--- config.mk ---
export PLATFORM = sky130hd
export DESIGN_NAME = sap_wmul
export DESIGN_NICKNAME = d
export VERILOG_FILES = /design/src/design/sap_pkg.sv /design/src/design/sap_wmul.sv
export SDC_FILE = /design/constraint.sdc
export NUM_CORES = 2
export LEC_CHECK = 0
export ABC_CLOCK_PERIOD_IN_PS = 8100
export BUFFER_PORTS_ARGS = -buffer_cell sky130_fd_sc_hd__buf_2
export CORE_ASPECT_RATIO = 0.6
export CORE_UTILIZATION = 30
export DETAILED_ROUTE_END_ITERATION = 12
export PLACE_DENSITY_LB_ADDON = 0.1
export SYNTH_ARGS = -nofsm -noshare
export SYNTH_HDL_FRONTEND = slang
export SYNTH_SLANG_ARGS = --single-unit
--- constraint.sdc ---
create_clock -name clk -period 8.1 [get_ports clk]
set_input_delay 1.62 -clock clk [delete_from_list [all_inputs] [get_ports clk]]
set_output_delay 1.62 -clock clk [all_outputs]
set_load 0.02 [all_outputs]
--- src/design/sap_pkg.sv ---
// Shared widths, constants and types for the shape area and perimeter unit.
package sap_pkg;

  // Field widths
  localparam int OP_W      = 2;
  localparam int DIM_W     = 16;
  localparam int FRAC_BITS = 8;
  localparam int AREA_W    = 26;
  localparam int PERIM_W   = 19;

  // Pi in Q2.16
  localparam int            PI_W   = 18;
  localparam logic [PI_W-1:0] PI_Q16 = 18'd205887;

  // Internal widths
  localparam int SUM_W   = DIM_W + 2;          // a+b+c
  localparam int SQ_W    = 2 * DIM_W;          // r*r or w*h
  localparam int CPER_W  = DIM_W + PI_W;       // r*pi
  localparam int CAREA_W = SQ_W + PI_W;        // r*r*pi
  localparam int PROD_W  = 2 * SUM_W;          // s*(s-2a), (s-2b)*(s-2c)
  localparam int HALF_W  = PROD_W / 2;         // split of the wide multiply
  localparam int PP_W    = PROD_W + HALF_W;    // partial product
  localparam int RAD_W   = 2 * PROD_W;         // full Heron product
  localparam int ROOT_W  = RAD_W / 2;          // its square root
  localparam int REM_W   = ROOT_W + 3;         // root remainder

  // Scaling shifts
  localparam int PERIM_SHIFT = 15;
  localparam int CIRC_SHIFT  = 16 + FRAC_BITS;
  localparam int HERON_SHIFT = FRAC_BITS + 2;

  typedef enum logic [OP_W-1:0] {
    OP_CIRCLE = 2'd0,
    OP_RECT   = 2'd1,
    OP_TRI    = 2'd2,
    OP_NONE   = 2'd3
  } op_t;

  // Result fields that travel beside the triangle arithmetic
  typedef struct packed {
    op_t                kind;
    logic [AREA_W-1:0]  area;
    logic [PERIM_W-1:0] perim;
    logic               bad;
  } side_t;

  // Heron factor pair
  typedef struct packed {
    logic [PROD_W-1:0] p1;
    logic [PROD_W-1:0] p2;
  } prod_t;

endpackage

--- src/design/sap_wmul.sv ---
// Wide Heron product, formed from two registered partial products.
module sap_wmul (
  input  logic                        clk,
  input  logic                        rst,
  input  logic                        en,
  input  logic                        in_v,
  input  sap_pkg::prod_t              prod,
  input  sap_pkg::side_t              in_side,
  output logic                        out_v,
  output logic [sap_pkg::RAD_W-1:0]   rad,
  output sap_pkg::side_t              out_side
);
  import sap_pkg::*;

  logic              v3;
  logic [PP_W-1:0]   pp_lo;
  logic [PP_W-1:0]   pp_hi;
  side_t             side3;

  // Partial products on the two halves of the second factor
  always_ff @(posedge clk) begin
    if (rst) begin
      v3    <= 1'b0;
      out_v <= 1'b0;
    end else if (en) begin
      v3    <= in_v;
      out_v <= v3;
    end
  end

  always_ff @(posedge clk) begin
    if (en) begin
      pp_lo    <= PP_W'(prod.p1) * PP_W'(prod.p2[HALF_W-1:0]);
      pp_hi    <= PP_W'(prod.p1) * PP_W'(prod.p2[PROD_W-1:HALF_W]);
      side3    <= in_side;
      // combine the halves
      rad      <= RAD_W'(pp_lo) + {pp_hi, {HALF_W{1'b0}}};
      out_side <= side3;
    end
  end

endmodule

==> impl_metrics.py <==
metrics = {
    "global_routing": {
        "met2_usage_pct": 27.0,
        "grt.busiest_layer": "met1",
        "grtUsageMet1_pct": 34.2,
        "grt_max_degree": 156,
        "overflow": 0,
        "first_global_vias": 39900,
        "grt_first_pass_wirelength_mm": 265,
        "track_usage_pct": 20.6,
        "grt_util_met3_pct": 4.09,
        "antenna_found_initial": 20,
    },
    "job": {
        "maxCapViolations": 0,
    },
    "clocking": {
        "numCtsBuffers": 40,
        "clock-sinks": 278,
        "hold_buffers": 0,
        "clk_path_buf_depth": 3,
        "htreeDepth": 2,
        "cts-root-buf": "clkbuf_16",
        "cts_tree": "built",
        "clkTransAtPathRegs_ps": 60,
        "clk_latency_ps": 640,
    },
    "yosys": {
        "ys_seq_area_share_pct": 16.1,
        "synth_cells": 5439,
        "async_reset_ff_share_pct": 0,
        "netlist_area_um2": 51700,
        "synth_seq_cells": 278,
        "synth.distinct_cells": 80,
        "syn-num-nets": 6944,
        "yosysTopAreaCell": "fa_1",
        "synthTopCellsByCount": "1,271 x inv_1, 1,089 x fa_1, 915 x nand2_1",
        "avgSynthCellArea_um2": 9.50,
        "synth_top_area_share_pct": 42.2,
        "yosysMostFrequentCell": "inv_1",
        "ys_top_cells_by_area": "fa_1 42%, edfxtp_1 16%, inv_1 9.2%, ha_1 7.1%, nand2_1 6.6%",
        "synth_warnings": 0,
        "synth_top_flop_cell": "edfxtp_1",
        "synth_edf_count": 276,
    },
    "place": {
        "post-place-cells": 8108,
        "hpwl_mm": 146,
        "gp_congestion": 0.868,
        "numPortBuffers": 244,
    },
    "detailed_routing": {
        "vias": 37400,
        "wirelength_mm": 174,
        "wl_per_cell_um": 21.3,
        "drt-pass1-iter-count": 5,
        "drt-initial-drc-count": 2797,
        "vias_per_cell": 4.57,
        "antenna_left": 0,
        "drc_errors": 0,
    },
    "timing": {
        "slew_viol_final": 0,
        "tightest_slew_ps": 1090,
        "whs_ps": 389,
        "setup_viol": 0,
        "final_hold_viol_count": 0,
        "finalCritPeriodShare_pct": 97.0,
        "fin_crit_ps": 7860,
        "finClkSkew_ps": 60.3,
        "fmax_mhz": 127,
        "max_slew_margin_pct": 27.1,
        "rsz0062_at_grt": "false",
    },
    "floorplanning": {
        "pin_count": 245,
        "die_y_um": 323,
        "initial_utilization_pct": 30.3,
        "die_w_um": 538,
        "rows": 117,
        "die_area_um2": 174000,
        "core_region_area_um2": 170000,
    },
    "critical_path": {
        "crit_arrival_ps": 8170,
        "crit_start": "prod[21]",
        "cp.required_ps": 8420,
        "path_max_fanout": 18,
        "cp-start-kind": "input pin",
        "critPathMaxStageDelay_ps": 560,
        "crit-reg2reg-launch": "pp_lo[18]$_DFFE_PP_",
        "crit_top_cell": "fa_1",
        "end_kind": "flop",
        "slowest_stage": "fa_1",
        "cp_top_family": "adder cells",
        "cp_num_buf_inv": 9,
        "crit_type": "in -> reg",
    },
    "hold_path": {
        "min_path_type": "reg -> reg",
        "worstHoldStart": "side3[30]$_DFFE_PP_",
    },
    "layout": {
        "final_cells": 8186,
        "fin_util_pct": 35.3,
        "layout-area-overhead-vs-synth_pct": 16.3,
        "finalNetCount": 7395,
        "drive_gt1_share_pct": 13.9,
    },
    "run_status": {
        "status": "completed",
    },
}
path summary, 6_finish.rpt:
kind,end,slack [ps],depth (start not counted)
max,pp_hi[52]$_DFFE_PP_,240,26
min,out_side[30]$_DFFE_PP_,390,0
max reg2reg,rad[66]$_DFFE_PP_,4050,12
min reg2reg,out_side[30]$_DFFE_PP_,390,0
cell families after synthesis:
| logic type | Yosys count | synth area share, % |
|---|---|---|
| AND/OR/NAND/NOR | 1599 | 14.6 |
| buffers and inverters | 1587 | 11.6 |
| adder cells (fa/ha/maj) | 1381 | 49.3 |
| AO/OA/AOI/OAI | 444 | 5.81 |
| flip-flops | 278 | 16.1 |
| XOR/XNOR | 147 | 2.49 |
| multiplexers | 3 | 0.0581 |
per-stage QoR:
stage | setup WS, ps | instance area [µm²] | TNS [ps]
after floorplan | 510 | 51700 | 0
after global placement | -337 | 58700 | -3630
after detailed placement | -368 | 58700 | -3780
after CTS | 212 | 60100 | 0
after global routing | 43.3 | 60100 | 0
final | 245 | 60100 | 0
registers in the layout, summed over array words and instances, names as in the netlist:
register	flops
pp_hi	54
out_v	1
side3	48
pp_lo	54
rad	72
v3	1
out_side	48
worst register-to-register path: cells and delay by family (launching register included):
| kind | cells | cell delay (ps) |
|---|---|---|
| simple gates | 2 | 460 |
| compound gates | 6 | 2310 |
| buf+inv | 1 | 70 |
| flops | 1 | 360 |
| fa+ha+maj | 2 | 420 |
| xor+xnor | 1 | 140 |
what timing repair did:
action	in CTS	in global routing
setup buffers	0	1
setup endpoints to repair	0	5
gates resized for setup	0	2
metal layers:
| layer | vias to the layer above | wire [µm] |
|---|---|---|
| li1 | 17100 | - |
| met1 | 19200 | 94700 |
| met2 | 994 | 64500 |
| met3 | 101 | 13000 |
| met4 | 12 | 2160 |
| met5 | - | 187 |
cell usage in the layout (no fill, tap or decap), types with 54 or more instances in the layout:
cell type	count
inv_1	1271
edfxtp_1	276
ha_1	292
o21ai_0	65
buf_4	434
a21o_1	75
xnor2_1	100
fa_1	1089
nand2_1	915
nor2_1	54
buf_2	241
and2_1	482
a21oi_1	139
layout make-up:
type,count,area [µm²]
Inverter,1271,4770
Clock inverter,25,339
Fill cell,17600,110000
Multi-Input combinational cell,3574,37300
Antenna cell,5,12.5
Tap cell,2261,2830
Sequential cell,278,8330
Clock buffer,47,1030
Timing Repair Buffer,725,5440
Power is not shown: default switching activity piles up to over one toggle a cycle in this logic, so the estimate is an artifact.
