==> config.mk <==
export PLATFORM = sky130hd
export DESIGN_NAME = sap_prep
export DESIGN_NICKNAME = d
export VERILOG_FILES = /design/src/design/sap_pkg.sv /design/src/design/sap_prep.sv
export SDC_FILE = /design/constraint.sdc
export NUM_CORES = 2
export LEC_CHECK = 0
export ABC_AREA = 1
export BUFFER_PORTS_ARGS = -buffer_cell sky130_fd_sc_hd__buf_2
export CORE_ASPECT_RATIO = 0.6
export CORE_MARGIN = 4
export CORE_UTILIZATION = 40
export DETAILED_ROUTE_END_ITERATION = 8
export GPL_ROUTABILITY_DRIVEN = 0
export HOLD_SLACK_MARGIN = 0.02
export PLACE_DENSITY = 0.59
export SYNTH_ARGS = -nofsm -noshare
export SYNTH_HDL_FRONTEND = slang
export SYNTH_SLANG_ARGS = --single-unit
==> constraint.sdc <==
create_clock -name clk -period 9.9 [get_ports clk]
set_input_delay 0.495 -clock clk [delete_from_list [all_inputs] [get_ports clk]]
set_output_delay 0.495 -clock clk [all_outputs]
set_load 0.005 [all_outputs]
==> src/design/sap_pkg.sv <==
// Shared widths, constants and types for the shape area and perimeter unit.
package sap_pkg;

  // Field widths
  localparam int OP_W      = 2;
  localparam int DIM_W     = 16;
  localparam int FRAC_BITS = 8;
  localparam int AREA_W    = 26;
  localparam int PERIM_W   = 19;

  // Pi in Q2.16
  localparam int            PI_W   = 18;
  localparam logic [PI_W-1:0] PI_Q16 = 18'd205887;

  // Internal widths
  localparam int SUM_W   = DIM_W + 2;          // a+b+c
  localparam int SQ_W    = 2 * DIM_W;          // r*r or w*h
  localparam int CPER_W  = DIM_W + PI_W;       // r*pi
  localparam int CAREA_W = SQ_W + PI_W;        // r*r*pi
  localparam int PROD_W  = 2 * SUM_W;          // s*(s-2a), (s-2b)*(s-2c)
  localparam int HALF_W  = PROD_W / 2;         // split of the wide multiply
  localparam int PP_W    = PROD_W + HALF_W;    // partial product
  localparam int RAD_W   = 2 * PROD_W;         // full Heron product
  localparam int ROOT_W  = RAD_W / 2;          // its square root
  localparam int REM_W   = ROOT_W + 3;         // root remainder

  // Scaling shifts
  localparam int PERIM_SHIFT = 15;
  localparam int CIRC_SHIFT  = 16 + FRAC_BITS;
  localparam int HERON_SHIFT = FRAC_BITS + 2;

  typedef enum logic [OP_W-1:0] {
    OP_CIRCLE = 2'd0,
    OP_RECT   = 2'd1,
    OP_TRI    = 2'd2,
    OP_NONE   = 2'd3
  } op_t;

  // Result fields that travel beside the triangle arithmetic
  typedef struct packed {
    op_t                kind;
    logic [AREA_W-1:0]  area;
    logic [PERIM_W-1:0] perim;
    logic               bad;
  } side_t;

  // Heron factor pair
  typedef struct packed {
    logic [PROD_W-1:0] p1;
    logic [PROD_W-1:0] p2;
  } prod_t;

endpackage

==> src/design/sap_prep.sv <==
// Front stages: sums, triangle terms, short products, circle and rectangle results.
module sap_prep (
  input  logic                        clk,
  input  logic                        rst,
  input  logic                        en,
  input  logic                        in_v,
  input  logic [sap_pkg::OP_W-1:0]    op,
  input  logic [sap_pkg::DIM_W-1:0]   dim_a,
  input  logic [sap_pkg::DIM_W-1:0]   dim_b,
  input  logic [sap_pkg::DIM_W-1:0]   dim_c,
  output logic                        out_v,
  output sap_pkg::prod_t              prod,
  output sap_pkg::side_t              side
);
  import sap_pkg::*;

  op_t                kind;
  logic [SUM_W-1:0]   s_next;
  logic [SUM_W-1:0]   ta;
  logic [SUM_W-1:0]   tb;
  logic [SUM_W-1:0]   tc;
  logic               bad_next;
  logic [DIM_W-1:0]   msel;
  logic [SQ_W-1:0]    sq_next;
  logic [CPER_W-1:0]  cper;
  logic [SUM_W-1:0]   rsum;
  logic [PERIM_W-1:0] perim_next;

  // stage 1 registers
  logic               v1;
  op_t                op1;
  logic [SUM_W-1:0]   s1;
  logic [SUM_W-1:0]   ea1;
  logic [SUM_W-1:0]   eb1;
  logic [SUM_W-1:0]   ec1;
  logic               bad1;
  logic [SQ_W-1:0]    sq1;
  logic [PERIM_W-1:0] perim1;

  logic [CAREA_W-1:0] carea;
  logic [AREA_W-1:0]  area_next;

  assign kind = op_t'(op);

  // Triangle sum and doubled sides
  assign s_next   = SUM_W'(dim_a) + SUM_W'(dim_b) + SUM_W'(dim_c);
  assign ta       = SUM_W'({dim_a, 1'b0});
  assign tb       = SUM_W'({dim_b, 1'b0});
  assign tc       = SUM_W'({dim_c, 1'b0});
  assign bad_next = (s_next <= ta) || (s_next <= tb) || (s_next <= tc);

  // Radius squared or width times height
  assign msel    = (kind == OP_CIRCLE) ? dim_a : dim_b;
  assign sq_next = SQ_W'(dim_a) * SQ_W'(msel);

  // Perimeter for every kind
  assign cper = CPER_W'(dim_a) * CPER_W'(PI_Q16);
  assign rsum = SUM_W'(dim_a) + SUM_W'(dim_b);

  always_comb begin
    case (kind)
      OP_CIRCLE: perim_next = cper[PERIM_SHIFT +: PERIM_W];
      OP_RECT:   perim_next = PERIM_W'({rsum, 1'b0});
      OP_TRI:    perim_next = PERIM_W'(s_next);
      default:   perim_next = '0;
    endcase
  end

  // Stage 1
  always_ff @(posedge clk) begin
    if (rst) begin
      v1 <= 1'b0;
    end else if (en) begin
      v1 <= in_v;
    end
  end

  always_ff @(posedge clk) begin
    if (en) begin
      op1    <= kind;
      s1     <= s_next;
      ea1    <= s_next - ta;
      eb1    <= s_next - tb;
      ec1    <= s_next - tc;
      bad1   <= bad_next;
      sq1    <= sq_next;
      perim1 <= perim_next;
    end
  end

  // Circle and rectangle area
  assign carea = CAREA_W'(sq1) * CAREA_W'(PI_Q16);

  always_comb begin
    case (op1)
      OP_CIRCLE: area_next = carea[CIRC_SHIFT +: AREA_W];
      OP_RECT:   area_next = AREA_W'(sq1[SQ_W-1:FRAC_BITS]);
      default:   area_next = '0;
    endcase
  end

  // Stage 2
  always_ff @(posedge clk) begin
    if (rst) begin
      out_v <= 1'b0;
    end else if (en) begin
      out_v <= v1;
    end
  end

  always_ff @(posedge clk) begin
    if (en) begin
      prod.p1    <= PROD_W'(s1) * PROD_W'(ea1);
      prod.p2    <= PROD_W'(eb1) * PROD_W'(ec1);
      side.kind  <= op1;
      side.area  <= area_next;
      side.perim <= perim1;
      side.bad   <= (op1 == OP_TRI) && bad1;
    end
  end

endmodule

==> impl_metrics.json <==
{
  "status": "complete, no violations",
  "dp_hpwl_um": 151000,
  "gr-total-overflow": 0,
  "die_y_um": 305,
  "crit_chain": "buf_2 > nor2_4 > inv_2 > a21oi_2 > a21oi_2 > inv_1 > nand2_1 > fa_1 > inv_1 > fa_1 > fa_1 > fa_1 > fa_1 > inv_1 > fa_1 > inv_1 > ha_1 > a21oi_1 > o21ai_0 > o21bai_1 > a21oi_1 > o21ai_1 > xor2_1",
  "hold-worst-slack_ps": 101,
  "drive_gt1_share_pct": 4.61,
  "fin_nets": 9138,
  "cap_violations": 0,
  "synth_top_area_share_pct": 33.2,
  "cp.required_ps": 10270,
  "ys_async_sr_fraction_pct": 0,
  "yosysWarnings": 0,
  "cts_tree": "done",
  "crit_path_frequent_cell": "fa_1",
  "slew_violations": 0,
  "r2r-start": "s1[9]$_DFFE_PP_",
  "synth_xor_area_share_pct": 2.28,
  "fin_skew_ps": 16.0,
  "drc_errors": 0,
  "ys_ff_latch": 244,
  "initial_core_util_pct": 40.5,
  "synthAdderAreaFrac_pct": 48.7,
  "cp-end-kind": "register",
  "synth-compound-area-share_pct": 5.35,
  "portBuffers": 174,
  "grt_pass1_wl_um": 286000,
  "root_buffer": "clkbuf_16",
  "dr.first_iter.drc_count": 4498,
  "min_path_cells": 3,
  "via_count": 47400,
  "hold_violations": 0,
  "wirelength_um": 181000,
  "grtUsageTotal_pct": 24.0,
  "layout_min_cycle_time_ps": 6530,
  "syn_avg_cell_area_um2": 8.03,
  "synthDistinctLibCells": 57,
  "antenna_found_initial": 8,
  "clk_path_buf_depth": 3,
  "hp-class": "input port to register",
  "tightest_slew_ps": 1120,
  "yosys.area_share.simple_pct": 17.1,
  "htree_levels": 1,
  "synth_ff_type": "edfxtp_1",
  "drt-pass1-iter-count": 7,
  "yosysTopAreaCell": "fa_1",
  "drt-vias-per-instance": 5.08,
  "ctsResizeCount": 0,
  "max_freq_ghz": 0.153,
  "syn_to_final_growth_pct": 6.52,
  "clk_latency_ps": 640,
  "cpPeakStageDelay_ps": 630,
  "worst-path-buf-inv": 6,
  "yosys-top-cells-area": "fa_1, ha_1, inv_1, edfxtp_1, nand2_1",
  "setup_viol": 0,
  "numCtsBuffers": 31,
  "fin_util_pct": 43.1,
  "synth-seq-area-share_pct": 12.4,
  "fill_cells": 14700,
  "synth_edf_count": 242,
  "placeableCoreArea_um2": 145000,
  "worstSetupPathType": "input port to register",
  "synth_top_family_by_area": "adder cells",
  "final_common_cell": "inv_1",
  "path_max_fanout": 24,
  "cts_setup_buffers": 0,
  "multiInputGateArea_um2": 43200,
  "cp_slowest_cell": "inv_2",
  "path_delay_family": "adder cells",
  "boundaryPins": 175,
  "hold_path_end": "v1$_SDFFE_PP0P_",
  "arrival_ps": 6900,
  "post_drt_wl_per_cell_um": 19.4,
  "period_share_pct": 65.9,
  "tns_ps": 0,
  "antenna_left": 0,
  "r2r_end": "prod[70]$_DFFE_PP_",
  "rows": 108,
  "startpoint": "op[1]",
  "critPathLaunchType": "input port",
  "layout_common_cells": "inv_1, nand2_1, fa_1",
  "die_w_um": 503,
  "hold_start": "in_v",
  "synthCells": 7331,
  "ctsHoldBuffers": 1,
  "seqCellArea_um2": 7310,
  "syn_nets": 9092,
  "syn-cell-area_um2": 58800,
  "synthMuxAreaShare_pct": 0,
  "timing.slew.headroom_pct": 25.1,
  "numClockSinks": 244,
  "rsz0062_at_grt": "false",
  "grt_max_degree": 154,
  "die_area_um2": 153000,
  "first_global_vias": 48500,
  "ff2ff_path_depth": 22,
  "r2r_setup_slack_ps": 3450,
  "clkTransAtPathRegs_ps": 60
}
[cells by family after synthesis]
family,count (synthesis)
buf+inv,2209
xor+xnor,153
compound gates,534
simple gates,2484
fa+ha+maj,1707
flops,244
[synth_stat cells, types with 9 or more instances]
| library cell | number |
|---|---|
| inv_1 | 2003 |
| nand2_1 | 1687 |
| fa_1 | 975 |
| ha_1 | 732 |
| nor2_1 | 418 |
| a21oi_1 | 261 |
| edfxtp_1 | 242 |
| nand3_1 | 211 |
| clkbuf_1 | 148 |
| o21ai_0 | 114 |
| xor2_1 | 108 |
| nand4_1 | 52 |
| xnor2_1 | 45 |
| a21o_1 | 30 |
| nor3_1 | 28 |
| o21bai_1 | 25 |
| inv_2 | 24 |
| o21ai_1 | 18 |
| nand3b_1 | 17 |
| and2_1 | 16 |
| buf_1 | 16 |
| o21ai_2 | 14 |
| nand2_2 | 12 |
| buf_2 | 11 |
| nor4_1 | 11 |
| nor2_2 | 10 |
| o21a_1 | 9 |
[stage by stage]
step / setup slack (ps) / std cells / area, um^2
global route: 3050 / 9332 / 62700
detailed placement: 2830 / 9268 / 61600
CTS: 3520 / 9325 / 62700
global placement: 2870 / 9268 / 61600
floorplan: 3990 / 7331 / 58800
finish: 3370 / 9333 / 62700
[routing by layer]
layer	track usage [%]	wire, um
met1	36.9	85900
met2	32.5	69600
met3	7.58	21900
met4	4.74	3680
met5	0.219	13
[state kept, by name, summed over array words and instances (netlist names), 2 cells and up]
| name | count |
|---|---|
| sq1 | 32 |
| eb1 | 17 |
| prod | 71 |
| ea1 | 17 |
| op1 | 2 |
| ec1 | 17 |
| perim1 | 19 |
| side | 48 |
| s1 | 18 |
[cell type report]
| type | instances | share of cell area (%) |
|---|---|---|
| sequential | 244 | 11.7 |
| clock inverter | 25 | 0.479 |
| antenna | 8 | 0.0319 |
| tap | 1925 | 3.84 |
| clock buffer | 31 | 1.24 |
| timing repair buffer | 191 | 1.63 |
| multi-input combinational | 4878 | 69.0 |
| inverter | 2031 | 12.2 |
[worst max path at each step]
stage / to / cells past startpoint
global route: sq1[31]$_DFFE_PP_ / 27
floorplan: sq1[27]$_DFFE_PP_ / 26
global placement: sq1[27]$_DFFE_PP_ / 26
detailed placement: sq1[27]$_DFFE_PP_ / 26
CTS: sq1[27]$_DFFE_PP_ / 26
finish: sq1[22]$_DFFE_PP_ / 23
[worst register-to-register path, cell delays in order, from the launching register on]
cell and delay [ps]:
edfxtp_1 1100, nand2_1 190, fa_1 570, inv_1 50, fa_1 470, inv_1 50, fa_1 510, inv_1 60
fa_1 570, inv_1 80, fa_1 480, inv_1 50, fa_1 450, ha_1 360, nand2_1 140, inv_1 60
nand2_1 80, nand2_1 50, a21oi_1 350, o21ai_2 190, nand3b_1 140, nand2_1 70, xor2_1 140
Power is not shown: default switching activity piles up to over one toggle a cycle in this logic, so the estimate is an artifact.
