### src/design/sap_pkg.sv
// Shared widths, constants and types for the shape area and perimeter unit.
package sap_pkg;

  // Field widths
  localparam int OP_W      = 2;
  localparam int DIM_W     = 16;
  localparam int FRAC_BITS = 8;
  localparam int AREA_W    = 26;
  localparam int PERIM_W   = 19;

  // Pi in Q2.16
  localparam int            PI_W   = 18;
  localparam logic [PI_W-1:0] PI_Q16 = 18'd205887;

  // Internal widths
  localparam int SUM_W   = DIM_W + 2;          // a+b+c
  localparam int SQ_W    = 2 * DIM_W;          // r*r or w*h
  localparam int CPER_W  = DIM_W + PI_W;       // r*pi
  localparam int CAREA_W = SQ_W + PI_W;        // r*r*pi
  localparam int PROD_W  = 2 * SUM_W;          // s*(s-2a), (s-2b)*(s-2c)
  localparam int HALF_W  = PROD_W / 2;         // split of the wide multiply
  localparam int PP_W    = PROD_W + HALF_W;    // partial product
  localparam int RAD_W   = 2 * PROD_W;         // full Heron product
  localparam int ROOT_W  = RAD_W / 2;          // its square root
  localparam int REM_W   = ROOT_W + 3;         // root remainder

  // Scaling shifts
  localparam int PERIM_SHIFT = 15;
  localparam int CIRC_SHIFT  = 16 + FRAC_BITS;
  localparam int HERON_SHIFT = FRAC_BITS + 2;

  typedef enum logic [OP_W-1:0] {
    OP_CIRCLE = 2'd0,
    OP_RECT   = 2'd1,
    OP_TRI    = 2'd2,
    OP_NONE   = 2'd3
  } op_t;

  // Result fields that travel beside the triangle arithmetic
  typedef struct packed {
    op_t                kind;
    logic [AREA_W-1:0]  area;
    logic [PERIM_W-1:0] perim;
    logic               bad;
  } side_t;

  // Heron factor pair
  typedef struct packed {
    logic [PROD_W-1:0] p1;
    logic [PROD_W-1:0] p2;
  } prod_t;

endpackage

### src/design/sap_skid.sv
// Final result select, output register and skid stage.
module sap_skid (
  input  logic                          clk,
  input  logic                          rst,
  input  logic                          in_v,
  input  logic [sap_pkg::ROOT_W-1:0]    root,
  input  sap_pkg::side_t                in_side,
  output logic                          adv,
  output logic                          rsp_valid,
  input  logic                          rsp_ready,
  output logic [sap_pkg::AREA_W-1:0]    area,
  output logic [sap_pkg::PERIM_W-1:0]   perimeter,
  output logic                          invalid_triangle
);
  import sap_pkg::*;

  typedef struct packed {
    logic [AREA_W-1:0]  area;
    logic [PERIM_W-1:0] perim;
    logic               bad;
  } res_t;

  res_t res;
  res_t outr;
  res_t skr;
  logic sk_v;
  logic take;

  // Triangle area from the root, other kinds already done
  always_comb begin
    res.perim = in_side.perim;
    res.bad   = in_side.bad;
    if (in_side.kind == OP_TRI) begin
      res.area = in_side.bad ? '0 : root[HERON_SHIFT +: AREA_W];
    end else begin
      res.area = in_side.area;
    end
  end

  // Pipeline advances while the skid stage is empty
  assign adv  = !sk_v;
  assign take = !rsp_valid || rsp_ready;

  always_ff @(posedge clk) begin
    if (rst) begin
      rsp_valid <= 1'b0;
      sk_v      <= 1'b0;
    end else if (take) begin
      rsp_valid <= sk_v || in_v;
      sk_v      <= 1'b0;
    end else if (in_v && adv) begin
      sk_v      <= 1'b1;
    end
  end

  always_ff @(posedge clk) begin
    if (take) begin
      outr <= sk_v ? skr : res;
    end
    if (!take && adv) begin
      skr <= res;
    end
  end

  assign area             = outr.area;
  assign perimeter        = outr.perim;
  assign invalid_triangle = outr.bad;

endmodule

### config.mk
export PLATFORM = sky130hd
export DESIGN_NAME = sap_skid
export DESIGN_NICKNAME = d
export VERILOG_FILES = /design/src/design/sap_pkg.sv /design/src/design/sap_skid.sv
export SDC_FILE = /design/constraint.sdc
export NUM_CORES = 1
export LEC_CHECK = 0
export ABC_CLOCK_PERIOD_IN_PS = 4800
export BUFFER_PORTS_ARGS = -buffer_cell sky130_fd_sc_hd__buf_2
export CORE_MARGIN = 2
export CORE_UTILIZATION = 50
export DETAILED_ROUTE_END_ITERATION = 8
export PLACE_DENSITY = 0.77
export SETUP_SLACK_MARGIN = 0.15
export SLEW_MARGIN = 20
export SYNTH_ARGS = -nofsm -noshare
export SYNTH_HDL_FRONTEND = slang
export SYNTH_SLANG_ARGS = --single-unit
### constraint.sdc
create_clock -name clk -period 4.8 [get_ports clk]
set_input_delay 0.72 -clock clk [delete_from_list [all_inputs] [get_ports clk]]
set_output_delay 0.72 -clock clk [all_outputs]
set_load 0.01 [all_outputs]
==> results.rst, run 1 <==
.. list-table::
   :header-rows: 1

   * - Metric
     - Value
   * - Worst-case setup margin in the final layout
     - 2.66 ns
   * - Total length of routed met2 wires
     - 4.05 mm
   * - Warnings, synthesis
     - 0
   * - Count of input and output buffers
     - 125
   * - Bufs on Longest Clock Path
     - 2
   * - Clock transition at the register clock pins on the worst setup and hold paths after CTS
     - 0.09 ns
   * - Placeable core region
     - 0.00777 mm²
   * - Fraction of layout cells with a size suffix above 1
     - 0.422
   * - Compound-Gate Fraction of Synth Area
     - 0.0945
   * - Buffers and inverters on the worst path
     - 2
   * - Detailed-routed wire length on met3
     - 631 µm
   * - Post-synthesis average cell area
     - 14.9 µm²
   * - Largest net degree at the start of global routing
     - 78
   * - Post-synth EDFFs
     - 92
   * - Most used flip-flop cell after synthesis
     - sky130_fd_sc_hd__edfxtp_1
   * - Power Density
     - 342 mW/mm²
   * - Met1 Routed Length
     - 3.55 mm
   * - Highest ir drop seen on vdd
     - 164 µV
   * - Final routed DRC violation total
     - 0
   * - Post-Syn Instances
     - 271
   * - Diodes inserted
     - 0
   * - Final routed wire length divided by cell count
     - 16.7 µm
   * - Ratio of final minimum period to clock period
     - 0.446
   * - Remaining Overflow, GRT
     - 0
   * - Longest individual stage delay on the worst path
     - 0.66 ns
   * - Avg Vias per Cell
     - 5.35
   * - Initial core utilization
     - 0.518
   * - Worst slack, placed
     - 2.07 ns
   * - Area Overhead vs Synth
     - 21.7%
   * - Total of flip-flops plus latches after synthesis
     - 94
   * - Yosys top cell area share
     - 0.686
   * - Cell family with most CP delay
     - simple AND/OR/NAND/NOR gates
   * - Vias in the first global route
     - 2643
   * - Peak Freq
     - 0.467 GHz
   * - Die Footprint
     - 0.00879 mm²
   * - Horizontal die dimension
     - 93.7 µm
   * - Total number of vias
     - 2666
   * - Cell row count
     - 32
   * - Critical Path Sink Type
     - flip-flop
   * - Cell area after synthesis
     - 0.00403 mm²
   * - Hold violation total from the final report
     - 0
   * - Worst path slowest cell
     - sky130_fd_sc_hd__nor3_4
   * - Min Clock Period, post-route
     - 2.14 ns
   * - Skew final
     - 0.00806 ns
   * - CTS buffer count
     - 9
   * - Total of endpoints with negative setup slack in the final report
     - 0
   * - Sequential share of the synthesized area
     - 0.696
   * - Clock root buffer
     - sky130_fd_sc_hd__clkbuf_8
   * - H-tree levels
     - 3
   * - Largest fanout on the critical path
     - 77
   * - Multiplexer fraction of the synthesized cell area
     - 0.0634
   * - Post-cts resize count
     - 0
   * - Headroom to the max-slew limit
     - 0.546
   * - Setup Crit Path Kind
     - in -> reg
   * - Area share of and/or/nand/nor cells after synthesis
     - 0.116
   * - Highest routed layer
     - met4
   * - I/O pin count
     - 136
   * - RSZ-0062 raised after global routing
     - false
   * - Wire length of the first global-routing pass
     - 12.9 mm
   * - Antenna violations before repair
     - 0
   * - Total wire length
     - 8.31 mm
   * - Endpoint required time on the critical path
     - 5.00 ns
   * - Count of pins over their slew limit
     - 0
   * - Sinks on Clock Net
     - 94
   * - Run status
     - finished, final reports clean
   * - Final estimated routing congestion in global placement
     - 0.753
   * - Post-Syn Nets
     - 359
   * - Main combinational cell family by area after synthesis
     - simple AND/OR/NAND/NOR gates
   * - Most area-hungry cell type in the Yosys netlist
     - sky130_fd_sc_hd__edfxtp_1
   * - Min-delay worst type
     - reg -> reg
   * - Nature of the critical path startpoint
     - input port
   * - Latest clock arrival within the worst-skew pair
     - 0.34 ns
   * - Sequence of cells on the critical path
     - buf_2, nand2b_4, nor3_4, buf_8, a221o_1
   * - FFs w/ async S/R, synth
     - 0
   * - Share of synthesized cell area in full adder, half adder and majority cells
     - 0
   * - Number of DRC violations after detailed-routing iteration 0
     - 195
   * - Nets
     - 479
   * - Slew at the pin closest to its max-slew limit
     - 0.680 ns
   * - GRT Resource Usage Total
     - 0.194
   * - Post-CTS Setup Inserts
     - 0
   * - Number of violations of the max-capacitance limit
     - 0
   * - Leading post-synthesis cells by cell area
     - sky130_fd_sc_hd__edfxtp_1 69%, sky130_fd_sc_hd__a221o_1 6.2%, sky130_fd_sc_hd__mux2_2 4.5%, sky130_fd_sc_hd__nand2b_1 4.0%, sky130_fd_sc_hd__and3_1 3.7%
   * - Distinct cells, synth
     - 23
   * - Worst endpoint data arrival time
     - 2.35 ns
   * - Hpwl dp
     - 5.16 mm
   * - Remaining antenna violation count after routing
     - 0
   * - Number of hold buffers added after CTS
     - 0
   * - Die Ht
     - 93.7 µm
   * - Total Negative Setup Slacks
     - 0 ns
   * - DR pass1 iterations
     - 5
   * - TritonCTS clock tree
     - yes
   * - Final hold slack
     - 0.545 ns
   * - Overall power
     - 1.68 mW
   * - Leakage component of the power
     - 2.03 nW
   * - Fraction of synthesized cell area in xor and xnor cells
     - 0
## through the flow
step                std cells  area [µm²]  utilization
finish                    498        4900        0.631
global route              498        4900        0.631
CTS                       497        4890        0.629
detailed placement        481        4700        0.605
global placement          481        4700        0.605
floorplan                 271        4030            -
## Yosys cell counts, drive strengths merged (2+ instances only)
cell	number
buf	15
o21ai	25
clkbuf	5
nand2b	27
nor2	2
nor2b	2
mux2	22
edfxtp	92
a221o	25
and3	24
nand2	25
dfxtp	2
nor3	2
## state kept, by name, indices dropped and copies added (netlist names)
name and flops:
skr 46, area 26, perimeter 19, invalid_triangle 1, rsp_valid 1, sk_v 1
## cells in the final DEF, fill, tap and decap left out, types with 2 or more instances in the layout
master,synthesis,final
sky130_fd_sc_hd__and3_1,24,24
sky130_fd_sc_hd__nand2_1,25,25
sky130_fd_sc_hd__nand2b_1,26,25
sky130_fd_sc_hd__a221o_1,25,25
sky130_fd_sc_hd__mux2_4,2,2
sky130_fd_sc_hd__mux2_1,4,4
sky130_fd_sc_hd__buf_2,9,125
sky130_fd_sc_hd__edfxtp_1,92,92
sky130_fd_sc_hd__buf_4,4,3
sky130_fd_sc_hd__mux2_2,16,16
sky130_fd_sc_hd__nor2b_1,2,2
sky130_fd_sc_hd__clkinv_2,0,2
sky130_fd_sc_hd__clkbuf_8,0,9
sky130_fd_sc_hd__o21ai_0,20,20
sky130_fd_sc_hd__o21ai_1,5,5
## per-layer routing
metal / global-route usage / vias up
li1: - / 1286
met5: 0 / -
met4: 0.0568 / 0
met1: 0.247 / 1266
met2: 0.330 / 106
met3: 0.0482 / 8
## report_power, final
part           total, mW  leakage (nW)  internal (mW)  switching (mW)
logic              0.195          1.00         0.0906           0.105
registers          0.977         0.927          0.964          0.0129
clock network      0.505        0.0981          0.241           0.264
## logic make-up after synthesis
family	count (synthesis)
AOI/OAI and AO/OA	51
and+or+nand+nor	83
buffers and inverters	21
DFF	94
muxes	22
## final timing paths
check	endpoint	cells past startpoint	startpoint	slack [ns]
max	area[0]	5	in_side[46]	2.66
max reg2reg	area[24]	4	sk_v	2.92
min	perimeter[16]	1	skr[17]	0.54
min reg2reg	perimeter[16]	1	skr[17]	0.54
## final cells by class
class / instances / area (µm²)
inverters: 1 / 3.75
repair buffers: 129 / 663
flip-flops and latches: 94 / 2800
clock inverters: 6 / 61.3
fillers: 621 / 2870
clock buffers: 10 / 128
multi-input cells: 156 / 1110
well taps: 102 / 128
Note: power is estimated with default switching activity, not from simulation.
==> run 2, diff against run 1 <==
ABC_CLOCK_PERIOD_IN_PS = 1800   (was 4800)
CORE_UTILIZATION = 45   (was 50)
PLACE_DENSITY = 0.74   (was 0.77)
clock period = 1.8 ns   (was 4.8 ns; I/O delays follow)
==> results.rst, run 2 (synthesized netlist as in run 1, its figures left out) <==
.. list-table::
   :header-rows: 1

   * - Metric
     - Value
   * - Hold violation total from the final report
     - 0 (unchanged)
   * - Sequential cell area
     - 0.00281 mm² (+0.13%)
   * - Nature of the critical path startpoint
     - flip-flop
   * - I/O pin count
     - 136 (unchanged)
   * - Min-delay worst type
     - in -> reg
   * - Most common library cell in the layout ignoring fill and taps
     - sky130_fd_sc_hd__buf_2
   * - Ratio of final minimum period to clock period
     - 0.808
   * - Wire length of the first global-routing pass
     - 13.9 mm (+7.3%)
   * - Total wire length
     - 8.85 mm (+6.5%)
   * - Nets
     - 484 (+1.0%)
   * - Placeable core region
     - 0.00868 mm² (+12%)
   * - Reg-to-reg critical path startpoint
     - sk_v
   * - Endpoint required time on the critical path
     - 1.91 ns (-3.09 ns)
   * - Leakage component of the power
     - 2.06 nW (+1.6%)
   * - Capture instance of the worst register-to-register path
     - area[24]
   * - Antenna violations before repair
     - 0 (unchanged)
   * - Overall power
     - 4.50 mW (+170%)
   * - R2r setup slk
     - 0.35 ns (-2.57 ns)
   * - Die Ht
     - 98.6 µm (+5.2%)
   * - DR pass1 iterations
     - 4 (-1)
   * - CTS buffer count
     - 9 (unchanged)
   * - Latest clock arrival within the worst-skew pair
     - 0.36 ns (+0.02 ns)
   * - Worst endpoint data arrival time
     - 1.57 ns (-0.78 ns)
   * - Total number of vias
     - 2786 (+4.5%)
   * - Count of input and output buffers
     - 125 (unchanged)
   * - Placed Instance Area
     - 0.00479 mm² (+1.9%)
   * - RSZ-0062 raised after global routing
     - false
   * - Number of DRC violations after detailed-routing iteration 0
     - 128 (-34%)
   * - TritonCTS clock tree
     - yes
   * - Bufs on Longest Clock Path
     - 2 (unchanged)
   * - Headroom to the max-slew limit
     - 0.543 (-0.00312)
   * - Commonest non-fill, non-tap cells in the layout
     - 125 x sky130_fd_sc_hd__buf_2, 92 x sky130_fd_sc_hd__edfxtp_1, 25 x sky130_fd_sc_hd__nand2b_1, 25 x sky130_fd_sc_hd__nand2_1, 25 x sky130_fd_sc_hd__a221o_1
   * - Skew final
     - 0.0160 ns (+0.00794 ns)
   * - Final routed DRC violation total
     - 0 (unchanged)
   * - CP Capture Point
     - area[24]
   * - Largest net degree at the start of global routing
     - 77 (-1.3%)
   * - Hpwl dp
     - 5.71 mm (+10%)
   * - Sinks on Clock Net
     - 94 (unchanged)
   * - Setup Crit Path Kind
     - reg -> reg
   * - Clock root buffer
     - sky130_fd_sc_hd__clkbuf_8
   * - Die Footprint
     - 0.00972 mm² (+11%)
   * - Count of pins over their slew limit
     - 0 (unchanged)
   * - Max FFs per register
     - 46 (unchanged)
   * - Number of violations of the max-capacitance limit
     - 0 (unchanged)
   * - Initial core utilization
     - 0.464 (-0.0544)
   * - Number of filler instances in the final layout
     - 738 (+19%)
   * - Final non-filler cell area
     - 0.00500 mm² (+1.9%)
   * - Total of endpoints with negative setup slack in the final report
     - 0 (unchanged)
   * - Run status
     - finished, final reports clean
   * - Slew at the pin closest to its max-slew limit
     - 0.683 ns (+0.00247 ns)
   * - Cell row count
     - 34 (+6.3%)
   * - Final routed wire length divided by cell count
     - 17.4 µm (+4.2%)
   * - Final hold slack
     - 0.0583 ns (-0.486 ns)
   * - Horizontal die dimension
     - 98.6 µm (+5.2%)
   * - Clock transition at the register clock pins on the worst setup and hold paths after CTS
     - 0.10 ns (about the same)
   * - Post-CTS Setup Inserts
     - 0 (unchanged)
   * - Startpoint of the most critical setup path
     - sk_v
   * - Peak Freq
     - 0.688 GHz
   * - Highest ir drop seen on vdd
     - 513 µV (+210%)
   * - Min Clock Period, post-route
     - 1.45 ns
   * - Diodes inserted
     - 0 (unchanged)
   * - Final estimated routing congestion in global placement
     - 0.757 (+0.52%)
   * - H-tree levels
     - 3 (unchanged)
   * - GRT Resource Usage Total
     - 0.186 (-0.00822)
   * - Remaining antenna violation count after routing
     - 0 (unchanged)
   * - Largest fanout on the critical path
     - 26 (-66%)
   * - Area taken by multi-input logic gates
     - 0.00113 mm² (+1.9%)
   * - Fraction of layout cells with a size suffix above 1
     - 0.436 (+0.0147)
   * - Top register by number of flip-flops
     - skr
   * - Avg Vias per Cell
     - 5.47 (+2.2%)
   * - Final core utilization
     - 0.576 (-0.0553)
   * - Power Density
     - 901 mW/mm² (+160%)
   * - Worst slack, placed
     - -0.0296 ns (-2.10 ns)
   * - Area Overhead vs Synth
     - 24.1%
   * - Remaining Overflow, GRT
     - 0 (unchanged)
   * - Worst-case setup margin in the final layout
     - 0.346 ns (-2.31 ns)
   * - Cell depth of the worst flop-to-flop path
     - 3 (-1)
   * - Vias in the first global route
     - 2789 (+5.5%)
   * - Number of hold buffers added after CTS
     - 0 (unchanged)
   * - Critical Path Sink Type
     - flip-flop
==> run 2: changes by cell type in the layout (fill, tap and decap cells not counted), sizes merged <==
| cell | before | now |
|---|---|---|
| clkinv | 4 | 3 |
| inv | 2 | 4 |
| clkinvlp | 0 | 1 |
| nor3 | 2 | 3 |
| clkbuf | 10 | 9 |
| buf | 129 | 133 |
| bufinv | 1 | 0 |
==> run 2: cell type report <==
cell class	count	area share
inverters	1	0.00125
well taps	108	0.0270
repair buffers	133	0.145
clock inverters	7	0.0130
clock buffers	9	0.0248
multi-input cells	157	0.227
flip-flops and latches	94	0.562
==> run 2: worst min path at each step <==
stage                end  cells after the start  from
2_1_floorplan  rsp_valid                      1   rst
4_1_cts        rsp_valid                      2   rst
3_3_place_gp   rsp_valid                      2   rst
5_1_grt        rsp_valid                      2   rst
6_report       rsp_valid                      2   rst
3_5_place_dp   rsp_valid                      2   rst
==> run 2: through the flow <==
stage               setup TNS [ns]  cells
finish                           0    509
global route                     0    509
CTS                              0    509
detailed placement          -0.234    492
global placement            -0.107    492
floorplan                    -2.90    271
==> run 2: critical path, cell delays in order, from the launching register on <==
cell and delay (ns):
sky130_fd_sc_hd__dfxtp_2 0.45, sky130_fd_sc_hd__buf_4 0.38, sky130_fd_sc_hd__nor2b_1 0.09, sky130_fd_sc_hd__a221o_1 0.29
==> run 2: routing by layer <==
layer / share of wire / vias up / global-route usage
li1: - / 1306 / -
met1: 0.43 / 1351 / 0.243
met2: 0.48 / 116 / 0.303
met3: 0.071 / 13 / 0.0461
met4: 0.017 / 0 / 0.0664
met5: 0 / - / 0
==> run 2: timing repair <==
action,CTS,global route
endpoints found under the setup margin,25,1
cloned,1,0
gates resized for setup,0,2
pin swaps,1,0
==> run 2: power breakdown <==
| part | switching, mW | internal [mW] | total [mW] |
|---|---|---|---|
| clock network | 0.816 | 0.534 | 1.35 |
| logic | 0.289 | 0.257 | 0.545 |
| registers | 0.0374 | 2.57 | 2.61 |
